`config.mk`:
```
export PLATFORM = sky130hd
export DESIGN_NAME = spiral_order_scan
export DESIGN_NICKNAME = d
export VERILOG_FILES = /design/src/design/sos_pkg.sv /design/src/design/spiral_order_scan.sv /design/src/design/sos_ram.sv /design/src/design/sos_walker.sv
export SDC_FILE = /design/constraint.sdc
export NUM_CORES = 2
export LEC_CHECK = 0
export BUFFER_PORTS_ARGS = -buffer_cell sky130_fd_sc_hd__buf_4
export CORE_MARGIN = 1.5
export CORE_UTILIZATION = 65
export DETAILED_ROUTE_END_ITERATION = 12
export PLACE_DENSITY = 0.82
export SYNTH_ARGS = -nofsm -noshare
export SYNTH_HDL_FRONTEND = slang
export SYNTH_SLANG_ARGS = --single-unit
```
`constraint.sdc`:
```
create_clock -name clock -period 11.79 [get_ports clock]
set_clock_uncertainty 0.15 [all_clocks]
set_input_delay 1.7685 -clock clock [delete_from_list [all_inputs] [get_ports clock]]
set_output_delay 1.7685 -clock clock [all_outputs]
set_load 0.02 [all_outputs]
```
`src/design/sos_pkg.sv`:
```
// Shared types, constants and helpers for the spiral order scan block.
// No dependencies; used by spiral_order_scan and sos_walker.
`timescale 1ns / 1ps

package sos_pkg;

   localparam int MAX_ROWS    = 8;
   localparam int MAX_COLUMNS = 8;
   localparam int STORE_DEPTH = MAX_ROWS * MAX_COLUMNS;
   localparam int DATA_W      = 32;
   localparam int SIZE_W      = 4;
   localparam int ADDR_W      = $clog2(STORE_DEPTH);
   localparam int POS_W       = 3;
   localparam int COUNT_W     = ADDR_W + 1;

   typedef logic [ADDR_W-1:0]  addr_type;
   typedef logic [POS_W-1:0]   pos_type;
   typedef logic [SIZE_W-1:0]  size_type;
   typedef logic [COUNT_W-1:0] count_type;

   // register indexes on the csr port
   typedef enum logic {
      CSR_ROW_COUNT    = 1'b0,
      CSR_COLUMN_COUNT = 1'b1
   } csr_index_type;

   // geometry handed to the walker when a scan starts
   typedef struct packed {
      pos_type   bottom;
      pos_type   right;
      size_type  cols;
      count_type total;
   } walk_cfg_type;

   // zero reads as one, anything above the limit saturates
   function automatic size_type eff_size(input size_type reg_value, input size_type limit);
      size_type result;
      if (reg_value == '0) begin
         result = size_type'(1);
      end else if (reg_value > limit) begin
         result = limit;
      end else begin
         result = reg_value;
      end
      return result;
   endfunction

endpackage

```
`src/design/spiral_order_scan.sv`:
```
// Spiral order scan, top level: load path, RAM, walker and output register.
// Depends on sos_pkg, sos_ram and sos_walker.
`timescale 1ns / 1ps

// Elements load one per cycle in row-major order into a 64-entry RAM; the
// transfer that completes a row_count x column_count matrix starts the scan.
// The scan then sends every element in clockwise spiral order, one per cycle
// when the consumer does not stall, with last_of_run on the final one: the
// rate is set by the walker's single address adder and the one RAM read port.
// While the scan issues its rows*cols reads the input is stalled; the walker
// start registers, the RAM read register and the output register lie between
// the transfer that completes the matrix and the first result on rsp_valid.
// Size registers read zero as one and saturate at eight, and take effect on
// the next input transfer.
module spiral_order_scan (
   input  logic               clock,
   input  logic               reset,
   input  logic               req_valid,
   output logic               req_stall,
   input  logic signed [31:0] req_element_value,
   output logic               rsp_valid,
   input  logic               rsp_stall,
   output logic signed [31:0] rsp_element_value_out,
   output logic               rsp_last_of_run,
   input  logic               csr_write_enable,
   input  logic               csr_index,
   input  logic [3:0]         csr_write_data
);

   typedef enum logic {
      ST_LOAD,
      ST_SCAN
   } state_type;

   state_type               state_ff, state_in;
   sos_pkg::size_type       row_count_ff, column_count_ff;
   sos_pkg::count_type      load_count_ff, load_count_in;
   logic                    pend_ff, pend_in, pend_last_ff, pend_last_in;
   logic                    rsp_valid_ff, rsp_valid_in;
   logic                    rsp_last_ff, rsp_last_in;
   logic [sos_pkg::DATA_W-1:0] rsp_data_ff, rsp_data_in;

   sos_pkg::size_type       rows_eff, cols_eff;
   sos_pkg::count_type      total;
   sos_pkg::walk_cfg_type   walk_cfg;
   logic                    load_xfer, load_done;
   logic                    walk_busy, walk_last, issue, move;
   sos_pkg::addr_type       walk_addr;
   logic [sos_pkg::DATA_W-1:0] ram_rdata;

   assign rows_eff = sos_pkg::eff_size(row_count_ff, sos_pkg::size_type'(sos_pkg::MAX_ROWS));
   assign cols_eff = sos_pkg::eff_size(column_count_ff,
                                       sos_pkg::size_type'(sos_pkg::MAX_COLUMNS));
   assign total    = sos_pkg::count_type'(rows_eff) * sos_pkg::count_type'(cols_eff);

   assign walk_cfg.bottom = sos_pkg::pos_type'(rows_eff - sos_pkg::size_type'(1));
   assign walk_cfg.right  = sos_pkg::pos_type'(cols_eff - sos_pkg::size_type'(1));
   assign walk_cfg.cols   = cols_eff;
   assign walk_cfg.total  = total;

   assign req_stall = (state_ff != ST_LOAD);
   assign load_xfer = req_valid && !req_stall;
   assign load_done = load_xfer && ((load_count_ff + sos_pkg::count_type'(1)) >= total);

   // result path: one read in flight, output register in front of the consumer
   assign move  = pend_ff && (!rsp_valid_ff || !rsp_stall);
   assign issue = walk_busy && (!pend_ff || move);

   always_comb begin
      state_in      = state_ff;
      load_count_in = load_count_ff;
      if (load_done) begin
         load_count_in = '0;
         state_in      = ST_SCAN;
      end else if (load_xfer) begin
         load_count_in = load_count_ff + sos_pkg::count_type'(1);
      end
      if ((state_ff == ST_SCAN) && issue && walk_last) begin
         state_in = ST_LOAD;
      end

      pend_in      = pend_ff;
      pend_last_in = pend_last_ff;
      if (issue) begin
         pend_in      = 1'b1;
         pend_last_in = walk_last;
      end else if (move) begin
         pend_in = 1'b0;
      end

      rsp_valid_in = rsp_valid_ff;
      rsp_data_in  = rsp_data_ff;
      rsp_last_in  = rsp_last_ff;
      if (move) begin
         rsp_valid_in = 1'b1;
         rsp_data_in  = ram_rdata;
         rsp_last_in  = pend_last_ff;
      end else if (!rsp_stall) begin
         rsp_valid_in = 1'b0;
      end
   end

   always_ff @(posedge clock) begin
      if (reset) begin
         state_ff        <= ST_LOAD;
         load_count_ff   <= '0;
         pend_ff         <= 1'b0;
         rsp_valid_ff    <= 1'b0;
         row_count_ff    <= sos_pkg::size_type'(sos_pkg::MAX_ROWS);
         column_count_ff <= sos_pkg::size_type'(sos_pkg::MAX_COLUMNS);
      end else begin
         state_ff      <= state_in;
         load_count_ff <= load_count_in;
         pend_ff       <= pend_in;
         rsp_valid_ff  <= rsp_valid_in;
         if (csr_write_enable) begin
            case (csr_index)
               sos_pkg::CSR_ROW_COUNT:    row_count_ff    <= csr_write_data;
               sos_pkg::CSR_COLUMN_COUNT: column_count_ff <= csr_write_data;
               default: begin
               end
            endcase
         end
      end
      pend_last_ff <= pend_last_in;
      rsp_data_ff  <= rsp_data_in;
      rsp_last_ff  <= rsp_last_in;
   end

   sos_ram #(
      .WIDTH (sos_pkg::DATA_W),
      .DEPTH (sos_pkg::STORE_DEPTH)
   ) u_store (
      .clock   (clock),
      .wr_en   (load_xfer),
      .wr_addr (load_count_ff[sos_pkg::ADDR_W-1:0]),
      .wr_data (req_element_value),
      .rd_en   (issue),
      .rd_addr (walk_addr),
      .rd_data (ram_rdata)
   );

   sos_walker u_walker (
      .clock     (clock),
      .reset     (reset),
      .start     (load_done),
      .start_cfg (walk_cfg),
      .advance   (issue),
      .busy      (walk_busy),
      .addr      (walk_addr),
      .last      (walk_last)
   );

   assign rsp_valid             = rsp_valid_ff;
   assign rsp_element_value_out = rsp_data_ff;
   assign rsp_last_of_run       = rsp_last_ff;

   a_scan_means_walking: assert property (@(posedge clock) disable iff (reset)
      (state_ff == ST_SCAN) |-> walk_busy)
      else $error("scan state without an active walker");

   // a size write may leave the count above the new total until the next transfer
   a_load_count_below_total: assert property (@(posedge clock) disable iff (reset)
      load_xfer && !load_done && !csr_write_enable |=> load_count_ff < total)
      else $error("load count reached matrix size without a scan");

   a_stalled_result_held: assert property (@(posedge clock) disable iff (reset)
      $past(rsp_valid_ff) && $past(rsp_stall) && !$past(reset)
         |-> rsp_valid_ff && $stable(rsp_data_ff) && $stable(rsp_last_ff))
      else $error("stalled result changed");

endmodule

```
`src/design/sos_ram.sv`:
```
// Generic single-write, single-read RAM with registered read data.
// No dependencies.
`timescale 1ns / 1ps

module sos_ram #(
   parameter int WIDTH = 32,
   parameter int DEPTH = 64
) (
   input  logic                     clock,
   input  logic                     wr_en,
   input  logic [$clog2(DEPTH)-1:0] wr_addr,
   input  logic [WIDTH-1:0]         wr_data,
   input  logic                     rd_en,
   input  logic [$clog2(DEPTH)-1:0] rd_addr,
   output logic [WIDTH-1:0]         rd_data
);

   logic [WIDTH-1:0] mem_ff [DEPTH];
   logic [WIDTH-1:0] rd_data_ff;

   always_ff @(posedge clock) begin
      if (wr_en) begin
         mem_ff[wr_addr] <= wr_data;
      end
      if (rd_en) begin
         rd_data_ff <= mem_ff[rd_addr];
      end
   end

   assign rd_data = rd_data_ff;

endmodule

```
`src/design/sos_walker.sv`:
```
// Spiral address sequencer: walks the matrix clockwise with four shrinking
// bounds, one address per advance, using one shared address adder.
// Depends on sos_pkg.
`timescale 1ns / 1ps

module sos_walker (
   input  logic                  clock,
   input  logic                  reset,
   input  logic                  start,
   input  sos_pkg::walk_cfg_type start_cfg,
   input  logic                  advance,
   output logic                  busy,
   output sos_pkg::addr_type     addr,
   output logic                  last
);

   typedef enum logic [1:0] {
      DIR_RIGHT,
      DIR_DOWN,
      DIR_LEFT,
      DIR_UP
   } dir_type;

   dir_type             dir_ff, dir_in;
   logic                busy_ff, busy_in;
   sos_pkg::pos_type    row_ff, row_in, col_ff, col_in;
   sos_pkg::pos_type    top_ff, top_in, bottom_ff, bottom_in;
   sos_pkg::pos_type    left_ff, left_in, right_ff, right_in;
   sos_pkg::size_type   cols_ff, cols_in;
   sos_pkg::count_type  remaining_ff, remaining_in;
   sos_pkg::addr_type   addr_ff, addr_in;
   sos_pkg::addr_type   step;
   sos_pkg::addr_type   cols_wide;

   assign cols_wide = sos_pkg::addr_type'(cols_ff);

   always_comb begin
      dir_in       = dir_ff;
      busy_in      = busy_ff;
      row_in       = row_ff;
      col_in       = col_ff;
      top_in       = top_ff;
      bottom_in    = bottom_ff;
      left_in      = left_ff;
      right_in     = right_ff;
      cols_in      = cols_ff;
      remaining_in = remaining_ff;
      step         = '0;
      if (start) begin
         dir_in       = DIR_RIGHT;
         busy_in      = 1'b1;
         row_in       = '0;
         col_in       = '0;
         top_in       = '0;
         left_in      = '0;
         bottom_in    = start_cfg.bottom;
         right_in     = start_cfg.right;
         cols_in      = start_cfg.cols;
         remaining_in = start_cfg.total;
      end else if (advance && busy_ff) begin
         remaining_in = remaining_ff - sos_pkg::count_type'(1);
         if (remaining_ff == sos_pkg::count_type'(1)) begin
            busy_in = 1'b0;
         end
         case (dir_ff)
            DIR_RIGHT: begin
               if (col_ff == right_ff) begin
                  top_in = top_ff + sos_pkg::pos_type'(1);
                  dir_in = DIR_DOWN;
                  row_in = row_ff + sos_pkg::pos_type'(1);
                  step   = cols_wide;
               end else begin
                  col_in = col_ff + sos_pkg::pos_type'(1);
                  step   = sos_pkg::addr_type'(1);
               end
            end
            DIR_DOWN: begin
               if (row_ff == bottom_ff) begin
                  right_in = right_ff - sos_pkg::pos_type'(1);
                  dir_in   = DIR_LEFT;
                  col_in   = col_ff - sos_pkg::pos_type'(1);
                  step     = '1;
               end else begin
                  row_in = row_ff + sos_pkg::pos_type'(1);
                  step   = cols_wide;
               end
            end
            DIR_LEFT: begin
               if (col_ff == left_ff) begin
                  bottom_in = bottom_ff - sos_pkg::pos_type'(1);
                  dir_in    = DIR_UP;
                  row_in    = row_ff - sos_pkg::pos_type'(1);
                  step      = -cols_wide;
               end else begin
                  col_in = col_ff - sos_pkg::pos_type'(1);
                  step   = '1;
               end
            end
            DIR_UP: begin
               if (row_ff == top_ff) begin
                  left_in = left_ff + sos_pkg::pos_type'(1);
                  dir_in  = DIR_RIGHT;
                  col_in  = col_ff + sos_pkg::pos_type'(1);
                  step    = sos_pkg::addr_type'(1);
               end else begin
                  row_in = row_ff - sos_pkg::pos_type'(1);
                  step   = -cols_wide;
               end
            end
            default: begin
               step = '0;
            end
         endcase
      end
   end

   // the one shared adder: moves the flat address by +-1 or +-cols
   assign addr_in = start ? '0 : addr_ff + step;

   always_ff @(posedge clock) begin
      if (reset) begin
         busy_ff <= 1'b0;
         dir_ff  <= DIR_RIGHT;
      end else begin
         busy_ff <= busy_in;
         dir_ff  <= dir_in;
      end
      row_ff       <= row_in;
      col_ff       <= col_in;
      top_ff       <= top_in;
      bottom_ff    <= bottom_in;
      left_ff      <= left_in;
      right_ff     <= right_in;
      cols_ff      <= cols_in;
      remaining_ff <= remaining_in;
      addr_ff      <= addr_in;
   end

   assign busy = busy_ff;
   assign addr = addr_ff;
   assign last = (remaining_ff == sos_pkg::count_type'(1));

   // incremental address must track row * cols + col
   a_addr_tracks_pos: assert property (@(posedge clock) disable iff (reset)
      busy_ff |-> addr_ff == sos_pkg::addr_type'(row_ff) * sos_pkg::addr_type'(cols_ff)
                            + sos_pkg::addr_type'(col_ff))
      else $error("walker address out of step with position");

   a_col_in_bounds: assert property (@(posedge clock) disable iff (reset)
      busy_ff |-> (col_ff >= left_ff) && (col_ff <= right_ff))
      else $error("walker column outside bounds");

   a_row_in_bounds: assert property (@(posedge clock) disable iff (reset)
      busy_ff |-> (row_ff >= top_ff) && (row_ff <= bottom_ff))
      else $error("walker row outside bounds");

   a_busy_has_work: assert property (@(posedge clock) disable iff (reset)
      busy_ff |-> remaining_ff != '0)
      else $error("walker busy with nothing left");

endmodule
```
==> run summary <==
HP Class - flip-flop to flip-flop
area grow syn2layout - 11.6%
most common cell after layout, fill and taps aside - edfxtp_1
startpoint types - flip-flop
Reg2Reg Setup Slack - 6020 ps
via count - 43700
crit path max fanout - 6
Final TNS setup - 0 ps
Initial Util - 65.4%
CTS tree - yes
hold slack - 269 ps
Via density - 7.50
largest net degree at the start of global routing - 151
clk slew on worst S/H paths - 70 ps
Final Hold Violating Endpoints - 0
clock latency on the worst-skew pair - 840 ps
max_slew headroom - 21.8%
design area - 93000 µm²
Post-DP Area - 86200 µm²
Final HPWL DP - 109000 µm
Syn Inst Count - 3825
total CTS buffers - 198
status - finished clean
Worst Setup Path Type - flip-flop to flip-flop
commonest non-fill, non-tap cells in the layout - edfxtp_1, mux4_2, clkbuf_16, buf_4, a22oi_1
setup ws final - 6020 ps
die span in y - 361 µm
# rows - 131
worst path arrival time - 6310 ps
Avg Inst Size Synth - 21.8 µm²
post-CTS sizing - 0
final slew viol count - 0
EDFF count, synth - 2131
syn nets - 3909
worst-case clock buffer depth - 3
LEAKAGE - 29.0 nW
Ys Warns - 0
placed cells - 5460
Slew @ Worst Pin - 1170 ps
cell area after synthesis - 83300 µm²
share of cells above drive strength 1 - 25.4%
Power Density - 210 nW/µm²
part of the Yosys area used for sequential elements - 77.7%
Final nets - 4082
chip width - 361 µm
1st-iter DRT viols - 7436
initial antenna violation count - 20
Final GP Congestion - 0.813
full die area - 130000 µm²
Hold Buf Count CTS - 0
# DRC - 0
Final ANT Viol Nets - 0
Netlist cell types - 65
Max Clk Rate - 0.173 GHz
ys async rst share - 0%
VDD IR max - 0.000217 V
#FFs+latches synth - 2170
first-pass GRT wire length - 322000 µm
IO Pins - 77
fin crit period - 5770 ps
top_reg_cell synth - edfxtp_1
total global routing overflow - 0
Tot GR Track Use - 35.6%
Finished Layout Cells - 5833
clock sinks - 2170
setup bufs post-CTS - 0
H-tree Lvls - 4
root buffer cell - clkbuf_16
Core ar. - 127000 µm²
total detailed-routing wirelength - 229000 µm
routed length per instance - 39.2 µm
TritonRoute pass-1 iters - 8
final setup violating endpoints - 0
Worst Path Required - 12330 ps
pre-CTS setup slack - 6130 ps
number of global-route vias before repair - 44300
RSZ-0062 raised after global routing - no
IO buf count - 76
max cap viols - 0
period utilisation layout - 49.0%
crit path capture type - flip-flop
==> sequential cells by signal, summed over array words and instances (netlist names) <==
| signal | count |
|---|---|
| u_store.mem_ff | 2048 |
| rsp_element_value_out | 32 |
| u_store.rd_data | 32 |
| load_count_ff | 7 |
| u_walker.remaining_ff | 7 |
| u_walker.addr | 6 |
| column_count_ff | 4 |
| row_count_ff | 4 |
| u_walker.cols_ff | 4 |
| u_walker.bottom_ff | 3 |
| u_walker.col_ff | 3 |
| u_walker.left_ff | 3 |
| u_walker.right_ff | 3 |
| u_walker.row_ff | 3 |
| u_walker.top_ff | 3 |
| u_walker.dir_ff | 2 |
| pend_ff | 1 |
| pend_last_ff | 1 |
| req_stall | 1 |
| rsp_last_of_run | 1 |
| rsp_valid | 1 |
| u_walker.busy | 1 |
==> report_power, final <==
part / internal (mW) / switching, mW / total, mW
Clock: 3.90 / 2.89 / 6.79
Sequential: 8.58 / 0.105 / 8.69
Combinational: 1.70 / 2.36 / 4.06
Total: 14.2 / 5.35 / 19.5
==> through the flow <==
stage               power (mW)  utilization (%)
detailed placement        12.7             67.7
CTS                       19.5             73.0
global placement          12.6             67.7
floorplan                 11.6                -
finish                    19.5             73.1
global route              20.0             73.0
==> cells by family after synthesis <==
kind of cell               share of synthesized area, %
buffers and inverters                              1.47
muxes                                              14.2
DFF                                                77.7
adders and majority gates                         0.694
xor gates and xnor gates                          0.515
and+or+nand+nor                                    2.36
AOI/OAI and AO/OA                                  3.03
==> layer usage <==
| layer | global-route usage, % | vias to the layer above | routed length [µm] |
|---|---|---|---|
| met5 | 0 | - | 92 |
| met4 | 19.6 | 14 | 13900 |
| met3 | 8.82 | 786 | 29000 |
| met2 | 56.7 | 4132 | 112000 |
| met1 | 45.6 | 22300 | 73900 |
| li1 | - | 16500 | - |
==> layout make-up <==
cell class	instances	area, µm²
Sequential cell	2170	64800
Fill cell	6377	34300
Multi-Input combinational cell	1421	17900
Clock buffer	237	5250
Tap cell	1662	2080
Clock inverter	128	1540
Timing Repair Buffer	177	1380
Inverter	30	113
Antenna cell	8	20.0
==> critical path, cell delays in order (launching register included) <==
cell and delay, ps:
dfxtp_1 380, nor2_1 60, o21bai_1 350, nor2_1 110
fa_1 490, fa_1 540, inv_1 60, fa_1 420
inv_1 80, a21o_1 100, a21oi_1 70, xnor2_1 320
ha_1 320, o21a_1 110, o21ai_0 290, a31oi_4 40
nand2b_1 260, a311oi_1 300, ha_1 280, a21oi_1 220
o211ai_1 140, a21oi_1 210, xnor2_1 160, xnor2_1 140
nor2_1 50
==> final timing paths <==
kind                                    end                 from  cells past startpoint
hold reg to reg   rsp_element_value_out[24]  u_store.rd_data[24]                      0
hold / removal    rsp_element_value_out[24]  u_store.rd_data[24]                      0
setup reg to reg           u_walker.addr[5]      row_count_ff[1]                     24
setup / recovery           u_walker.addr[5]      row_count_ff[1]                     24
==> synthesized netlist by cell type, drive strengths merged, types with 2 or more instances <==
cell / instances / area [µm²]
a31o: 2 / 17.5
ha: 35 / 438
a21boi: 2 / 15.0
clkbuf: 86 / 323
o22ai: 81 / 507
o221ai: 37 / 324
nand3b: 4 / 30.0
a221oi: 10 / 87.6
nand2b: 18 / 113
a2111oi: 5 / 51.3
nor2: 143 / 539
nor3: 22 / 115
a22oi: 101 / 758
dfxtp: 39 / 781
a211oi: 43 / 323
a211o: 3 / 26.3
a311oi: 2 / 17.5
mux2i: 68 / 681
or2: 5 / 31.3
buf: 118 / 786
o21ai: 16 / 80.1
a31oi: 5 / 31.3
edfxtp: 2131 / 64000
and2: 12 / 75.1
nand3: 52 / 260
and3: 36 / 225
a21o: 2 / 15.0
mux4: 495 / 11100
nand4: 4 / 25.0
xor2: 23 / 201
nor2b: 26 / 163
fa: 7 / 140
nand2: 73 / 274
nor3b: 4 / 30.0
o2bb2ai: 2 / 17.5
or3: 2 / 12.5
nor4: 4 / 31.3
xnor2: 26 / 228
a21oi: 37 / 185
a22o: 2 / 17.5
inv: 29 / 109
Power figures use the tool's default switching activity.
